--- config.mk ---
export PLATFORM = sky130hd
export DESIGN_NAME = krlt_ram
export DESIGN_NICKNAME = d
export VERILOG_FILES = /design/src/krlt_ram.sv
export SDC_FILE = /design/constraint.sdc
export NUM_CORES = 1
export LEC_CHECK = 0
export BUFFER_PORTS_ARGS = -buffer_cell sky130_fd_sc_hd__buf_2
export CORE_MARGIN = 3
export CORE_UTILIZATION = 60
export DETAILED_ROUTE_END_ITERATION = 12
export GPL_ROUTABILITY_DRIVEN = 0
export PLACE_DENSITY = 0.76
export SYNTH_ARGS = -nofsm -noshare
export SYNTH_HDL_FRONTEND = slang
export SYNTH_SLANG_ARGS = --single-unit
--- constraint.sdc ---
create_clock -name clock -period 4.9 [get_ports clock]
set_input_delay 0.245 -clock clock [delete_from_list [all_inputs] [get_ports clock]]
set_output_delay 0.245 -clock clock [all_outputs]
set_load 0.02 [all_outputs]
--- src/krlt_ram.sv ---
// Generic single-write, single-read RAM with registered read data.
// No dependencies.
module krlt_ram #(
   parameter int WIDTH = 8,
   parameter int DEPTH = 64
) (
   input  logic                     clock,
   input  logic                     wr_en,
   input  logic [$clog2(DEPTH)-1:0] wr_addr,
   input  logic [WIDTH-1:0]         wr_data,
   input  logic [$clog2(DEPTH)-1:0] rd_addr,
   output logic [WIDTH-1:0]         rd_data
);

   logic [WIDTH-1:0] mem_ff [DEPTH];
   logic [WIDTH-1:0] rd_data_ff;

   always_ff @(posedge clock) begin
      if (wr_en) begin
         mem_ff[wr_addr] <= wr_data;
      end
      rd_data_ff <= mem_ff[rd_addr];
   end

   assign rd_data = rd_data_ff;

endmodule

== Word level (Yosys, flattened, before mapping) ==
Memories as Yosys holds them, arrays and structs flattened. A register that Yosys moved wholly into a read port is not among the register bits.
Index checks and enable logic that the tools add are counted.

* Register bits: 0
* Latch bits: 0
* Bits in writable memories: 512
* ROM bits: 0
* Bits of input ports: 22
* Logic and storage cells: 3
* Memories: 1

{| class="wikitable"
|+ Memories
! name !! depth !! width !! rd ports !! clocked after memory_dff !! wr ports !! RTL line !! text
|-
| mem_ff || 64 || 8 || 1 || 1 || 1 || 15 || <nowiki>logic [WIDTH-1:0] mem_ff [DEPTH];</nowiki>
|}

* $add $sub $neg: 0
* Multipliers: 0
* Div/mod/pow operators: 0
* Magnitude comparators: 0
* Equality and inequality tests: 0
* Shift operators: 0
* Multiplexer cells: 2
* Bitwise logic cells: 0
* Reduce and logical (&&, ||, !) cells: 0

{| class="wikitable"
|+ Operators by type and width
! kind !! number
|-
| two-way mux 1 bit || 2
|}

== Longest topological paths before layout ==
Gate-level depths: netlist of run 1.

* Depth after elaboration: 2
* Gate-level depth with buffers: 9
* Gate-level depth less buffers: 5

== Worst setup path before layout of run 1 ==
OpenSTA, ideal clock, no wires.

* Kind: input to register
* From: in rd_addr[1]
* To: reg rd_data_ff[3], in the netlist rd_data[3], read port of mem_ff
* Library setup time: 0.128 ns
* Arrival: 1.785 ns
* Required time: 4.772 ns
* Setup slack: 2.987 ns
* Stages on the path: 7
* Path through: buf_4 > buf_2 > buf_2 > mux4_2 > mux4_2 > o21ai_1 > o41ai_1

{| class="wikitable"
|+ RTL lines
! what !! RTL line !! text
|-
| from (decl) || 11 || <nowiki>input logic [$clog2(DEPTH)-1:0] rd_addr,</nowiki>
|-
| to (decl) || 16 || <nowiki>logic [WIDTH-1:0] rd_data_ff;</nowiki>
|}

==> results of run 1 <==
## worst max-delay path by stage
stage                          start    endpoint  cells after the start
final                     rd_addr[0]  rd_data[4]                      7
after global routing      rd_addr[0]  rd_data[5]                      6
after CTS                 rd_addr[0]  rd_data[4]                      7
after detailed placement  rd_addr[0]  rd_data[4]                      7
after global placement    rd_addr[0]  rd_data[6]                      7
after floorplan           rd_addr[1]  rd_data[3]                      7
## worst min-delay path, stage by stage
cell	delay [ns]
sky130_fd_sc_hd__buf_2	0.21
sky130_fd_sc_hd__nand2_1	0.12
sky130_fd_sc_hd__o2bb2ai_1	0.06
## through the flow
stage	hold slack [ns]	setup WS (ns)	cell area (µm²)
global route	0.1240	2.149	22200
floorplan	0.3439	2.987	20170
global placement	0.6671	1.819	20660
detailed placement	0.6809	1.730	20660
CTS	0.09871	2.311	22200
finish	0.1159	2.348	22200
## final cells by class
class	count	area share, %
flip-flops and latches	520	69.98
multi-input cells	369	19.44
clock buffers	62	5.879
well taps	442	2.491
repair buffers	42	1.155
clock inverters	22	1.043
diodes	1	0.01127
## layer usage
metal | vias up | track usage (%) | wire (µm)
li1 | 4010 | - | -
met1 | 5032 | 36.69 | 16930
met2 | 514 | 37.15 | 19900
met3 | 106 | 5.684 | 4152
met4 | 2 | 7.620 | 1336
met5 | - | 0 | 8
## sequential cells by signal, indices dropped and copies added (netlist names)
signal	count
mem_ff	512
rd_data	8
## power by group
part           total [mW]  switching [mW]  internal (mW)  leakage [nW]
Sequential           4.94          0.0143           4.92          4.67
Clock                3.65            1.52           2.13         0.746
Combinational       0.439           0.277          0.163          1.46
Total                9.03            1.81           7.22          6.88
## synthesized netlist by cell type (all sizes together) (6+ instances only)
cell type	count	area share, %
o221ai	8	0.35
nand3	13	0.32
nand2b	7	0.22
mux4	126	14
dfxtp	8	0.79
mux2i	23	1.1
o22ai	8	0.25
nor3	7	0.17
nand2	19	0.35
mux2	13	0.73
edfxtp	512	76
buf	34	1.3
a221oi	6	0.26
nor2	83	1.5
nor2b	14	0.43
clkbuf	17	0.32
## cell families (layout without fill, tap and decap cells)
logic type / Yosys count / in the layout / synth area share [%]
other cells: 0 / 1 / 0
buf+inv: 51 / 126 / 1.570
mux: 162 / 162 / 15.94
compound gates: 54 / 54 / 2.072
flops: 520 / 520 / 77.03
simple gates: 153 / 153 / 3.387
==> run metrics, run 1 <==
status completed; count of cell types in the netlist 40; critical path's slowest cell sky130_fd_sc_hd__clkbuf_8; startpoint of the worst-slack reg-to-reg timing path mem_ff[2][3]; largest net degree at the start of global routing 74; Critical Path Source Type input port; post-route non-filler standard cell count about 1500; cell count of the worst reg-to-reg path 4; effective utilization at floorplan approximately three fifths; worst hold start rd_addr[5]; upper clock frequency limit 391.9 MHz; antenna violations before repair 2; Post-Syn Nets around 960; count of final max-slew check failures 0; max-cap viol count 0; CTS resizes 0; Die Footprint 35850 µm²; ratio of final minimum period to clock period 52.08%; Die Ht 189.3 µm; Placed Instances 1373; CTS root buffer sky130_fd_sc_hd__clkbuf_16; Port-buffer cells 29; dominant delay contributor by cell family on the critical path buffers and inverters; remaining routing DRC violations 0; share of the core filled with cells 67.54%; half-perimeter wire length of the detailed placement result approximately 25000 µm; Routed WL 42330 µm; Die X 189.3 µm; terminating pin of the worst hold path rd_data[0]; Design Power about 9 mW; Boundary Pins 30; capturing point of the worst reg2reg path rd_data[3]; remaining antenna violation count after routing 0; Synth Instances 940; crit path kind input port to flop; final total negative setup slack 0 ns; critical path's largest stage delay around 0.65 ns; maximum number of buffers from clock root to sink 3; post-synthesis to final-layout area growth 10.08%; Clk Latency, worst-skew pair 0.56 ns; static leakage 6.880 nW; deepest level of the CTS H-tree 2; Pre-Repair DR Iteration Count 6; count of hold-fix buffers inserted at cts 0; cell depth of the worst hold path 3; clock tree from TritonCTS built; Power per Cell Area roughly 410 nW/µm²; Initial DRC Count 1104; register cell area after layout 15530 µm²; flip-flop and latch count after synthesis between 500 and 600; sequential cell area fraction in the yosys report between 70 and 80%; setup repair after global routing missed its margin false; Critical path buffers and inverters 2; worst reg-to-reg setup slack 2.53 ns; data required time of the worst path 5.34 ns; Avg WL per Cell 29.03 µm; Critical Path Sink Type flop; global-route wire length before repair 64460 µm; total number of clock tree sinks 520; cell row count 66; via-per-instance ratio roughly 6.6; CTS buffer count 48; Synth Flop Type sky130_fd_sc_hd__edfxtp_1; number of synthesis warnings 0; Max VDD drop 365.8 µV; worst slew margin relative to its limit 18.63%; Tightest Pin Transition 1.190 ns; ys async rst share 0%; area of the mapped netlist a little over 20000 µm²; Setup violations, final 0; post-synthesis average cell area 21.45 µm²; hold crit path type input port to flop; crit path time final 2.552 ns; Multi-input gate area approximately 4300 µm²; via count 9664; EDFF count, synth 512; fillers 2035; proportion of layout cells with a drive suffix above 1 ~24%; number of global-route vias before repair 9903; aggregate global routing overflow 0; net count reported at finish about 1000; worst endpoint data arrival time 2.99 ns; most common cell after layout, fill and taps aside sky130_fd_sc_hd__edfxtp_1; placeable core region 32870 µm²; commonest cells after routing, fill and taps aside sky130_fd_sc_hd__edfxtp_1, sky130_fd_sc_hd__mux4_2, sky130_fd_sc_hd__nor2_1; cell-by-cell trace of the critical path clkbuf_8 -> buf_4 -> mux4_2 -> mux2_2 -> o221a_2 -> nor3_1 -> o32ai_1; Total Routing Usage GR between 20 and 25%; setup clock skew after layout about 0.012 ns; clock transition time at the flip-flop clock pins of the worst setup and hold paths 0.06 ns; Critical Path Fanout Max 73; total setup buffers inserted after CTS 0; Hold Fails Final Rpt 0
(Power assumes the default switching activity.)
==> run 2: changes to the inputs <==
CORE_UTILIZATION = 56   (was 60)
PLACE_DENSITY = 0.75   (was 0.76)
clock period = 2.2 ns   (was 4.9 ns; I/O delays follow)
==> run metrics, run 2 (synthesis gave the netlist of run 1 again) <==
status completed; cell depth of the worst hold path 1; upper clock frequency limit 504.5 MHz; CTS buffer count 49; Setup violations, final 0; max-cap viol count 0; internal power 15.96 mW; antenna violations before repair 3; Clock power frac 39.8%; largest net degree at the start of global routing 65; startpoint of the worst-slack reg-to-reg timing path mem_ff[3][5]; number of global-route vias before repair 10401; worst reg-to-reg setup slack 0.22 ns; Clk Latency, worst-skew pair ~0.57 ns; most flop-heavy register mem_ff; Avg WL per Cell roughly 28 µm; Critical Path Fanout Max 1; post-synthesis to final-layout area growth 15.28%; clock tree from TritonCTS built; count of final max-slew check failures 0; worst slew margin relative to its limit 19.72%; setup clock skew after layout 0.01857 ns; max FFs per register 512; final hold slack 0.02389 ns; Tightest Pin Transition 1.204 ns; effective utilization at floorplan 57.53%; worst endpoint data arrival time roughly 2.4 ns; Comb pwr share 5.5%; deepest level of the CTS H-tree 2; total setup buffers inserted after CTS 0; net switching share of the total power around a fifth; Power per Cell Area roughly 870 nW/µm²; number of antenna repair diodes 0; Die Ht 195.8 µm; half-perimeter wire length of the detailed placement result 28440 µm; net count reported at finish around 1100; part of the total power dissipated in sequential elements 54.7%; CTS root buffer sky130_fd_sc_hd__clkbuf_16; capturing point of the worst reg2reg path rd_data[5]; post-route non-filler standard cell count about 1600; Critical Path Source Type flop; hold crit path type input port to flop; Port-buffer cells 29; crit path kind flop to flop; cell row count 68; Boundary Pins 30; total number of clock tree sinks 520; net switching power of the design 4.150 mW; data required time of the worst path 2.65 ns; remaining routing DRC violations 0; global-route wire length before repair 68120 µm; via-per-instance ratio 6.405; aggregate global routing overflow 0; maximum number of buffers from clock root to sink 3; crit path time final 1.982 ns; via count 10229; placeable core region 35050 µm²; static leakage between 7 and 8 nW; Initial DRC Count between 1000 and 1500; Routed WL 45110 µm; proportion of layout cells with a drive suffix above 1 32.22%; share of the core filled with cells ~66%; Max VDD drop 652.6 µV; Total Routing Usage GR 24.11%; worst hold start wr_data[5]; ratio of final minimum period to clock period 90.09%; cell count of the worst reg-to-reg path 5; Placed Instances 1503; fillers 2197; Pre-Repair DR Iteration Count 5; Hold Fails Final Rpt 0; Die X just under 200 µm; remaining antenna violation count after routing 0; Design Power between 20 and 25 mW; terminating pin of the worst hold path mem_ff[50][5]; clock transition time at the flip-flop clock pins of the worst setup and hold paths 0.06 ns; setup repair after global routing missed its margin false; most common cell after layout, fill and taps aside sky130_fd_sc_hd__edfxtp_1; Die Footprint around 38000 µm²; commonest cells after routing, fill and taps aside sky130_fd_sc_hd__edfxtp_1, sky130_fd_sc_hd__mux4_2, sky130_fd_sc_hd__buf_4; Critical Path Sink Type flop
run 2: cell count changes in the layout (fill, tap and decap cells not counted), sizes merged:
cell,change
dlygate4sd3,+4
clkbuf,-7
buf,+117
clkinvlp,+1
diode,-1
inv,-1
bufinv,-2
clkinv,+15
run 2: worst max path at each step:
| stage | from | end | slack, ns |
|---|---|---|---|
| 2_1_floorplan | rd_addr[1] | rd_data[3] | 0.42 |
| 3_3_place_gp | rd_addr[1] | rd_data[5] | -0.04 |
| 3_5_place_dp | rd_addr[1] | rd_data[5] | -0.14 |
| 4_1_cts | mem_ff[0][5] | rd_data[5] | 0.07 |
| 5_1_grt | mem_ff[0][5] | rd_data[5] | 0.08 |
| 6_report | mem_ff[3][5] | rd_data[5] | 0.22 |
run 2: area by class of cell:
class | count | area (µm²) | area share, %
multi-input combinational | 369 | 4317 | 18.57
timing repair buffer | 163 | 1300 | 5.592
clock buffer | 55 | 1291 | 5.554
sequential | 520 | 15530 | 66.82
tap | 455 | 569.3 | 2.449
clock inverter | 35 | 236.5 | 1.017
run 2: power by group through the flow:
stage                     Combinational (mW)  Sequential [mW]  Clock, mW
after floorplan                        0.584             11.2          0
after global placement                  1.07             11.2          0
after detailed placement                1.09             11.2          0
after CTS                               1.11             11.0       8.12
after global routing                    1.17             11.0       8.53
final                                   1.10             11.0       8.01
run 2: layer usage:
layer  global-route usage (%)  up-vias  share of wire [%]
met5                        0        -              0.064
met4                    6.971        6                2.8
met3                    4.912       86                9.1
met2                    39.32      514                 50
met1                    33.82     5374                 38
li1                         -     4249                  -
run 2: timing repair:
| item | CTS | global route |
|---|---|---|
| hold buffers | 4 | 0 |
| endpoints found under the hold margin | 19 | 0 |
| endpoints found under the setup margin | 0 | 1 |
| gates resized for setup | 0 | 1 |
run 2: worst max-delay path, stage by stage (launching register included):
cell and delay, ns:
sky130_fd_sc_hd__edfxtp_1 0.37, sky130_fd_sc_hd__mux4_2 0.50, sky130_fd_sc_hd__nor2b_1 0.15, sky130_fd_sc_hd__a2111oi_1 0.56, sky130_fd_sc_hd__buf_4 0.22, sky130_fd_sc_hd__o41ai_1 0.07
run 2: stage by stage:
stage | TNS [ns] | cell area, µm² | setup WS (ns)
detailed placement | -0.1369 | 21680 | -0.1369
global route | 0 | 23250 | 0.07989
global placement | -0.04029 | 21680 | -0.04029
CTS | 0 | 23250 | 0.07190
finish | 0 | 23250 | 0.2180
floorplan | 0 | 20170 | 0.4223
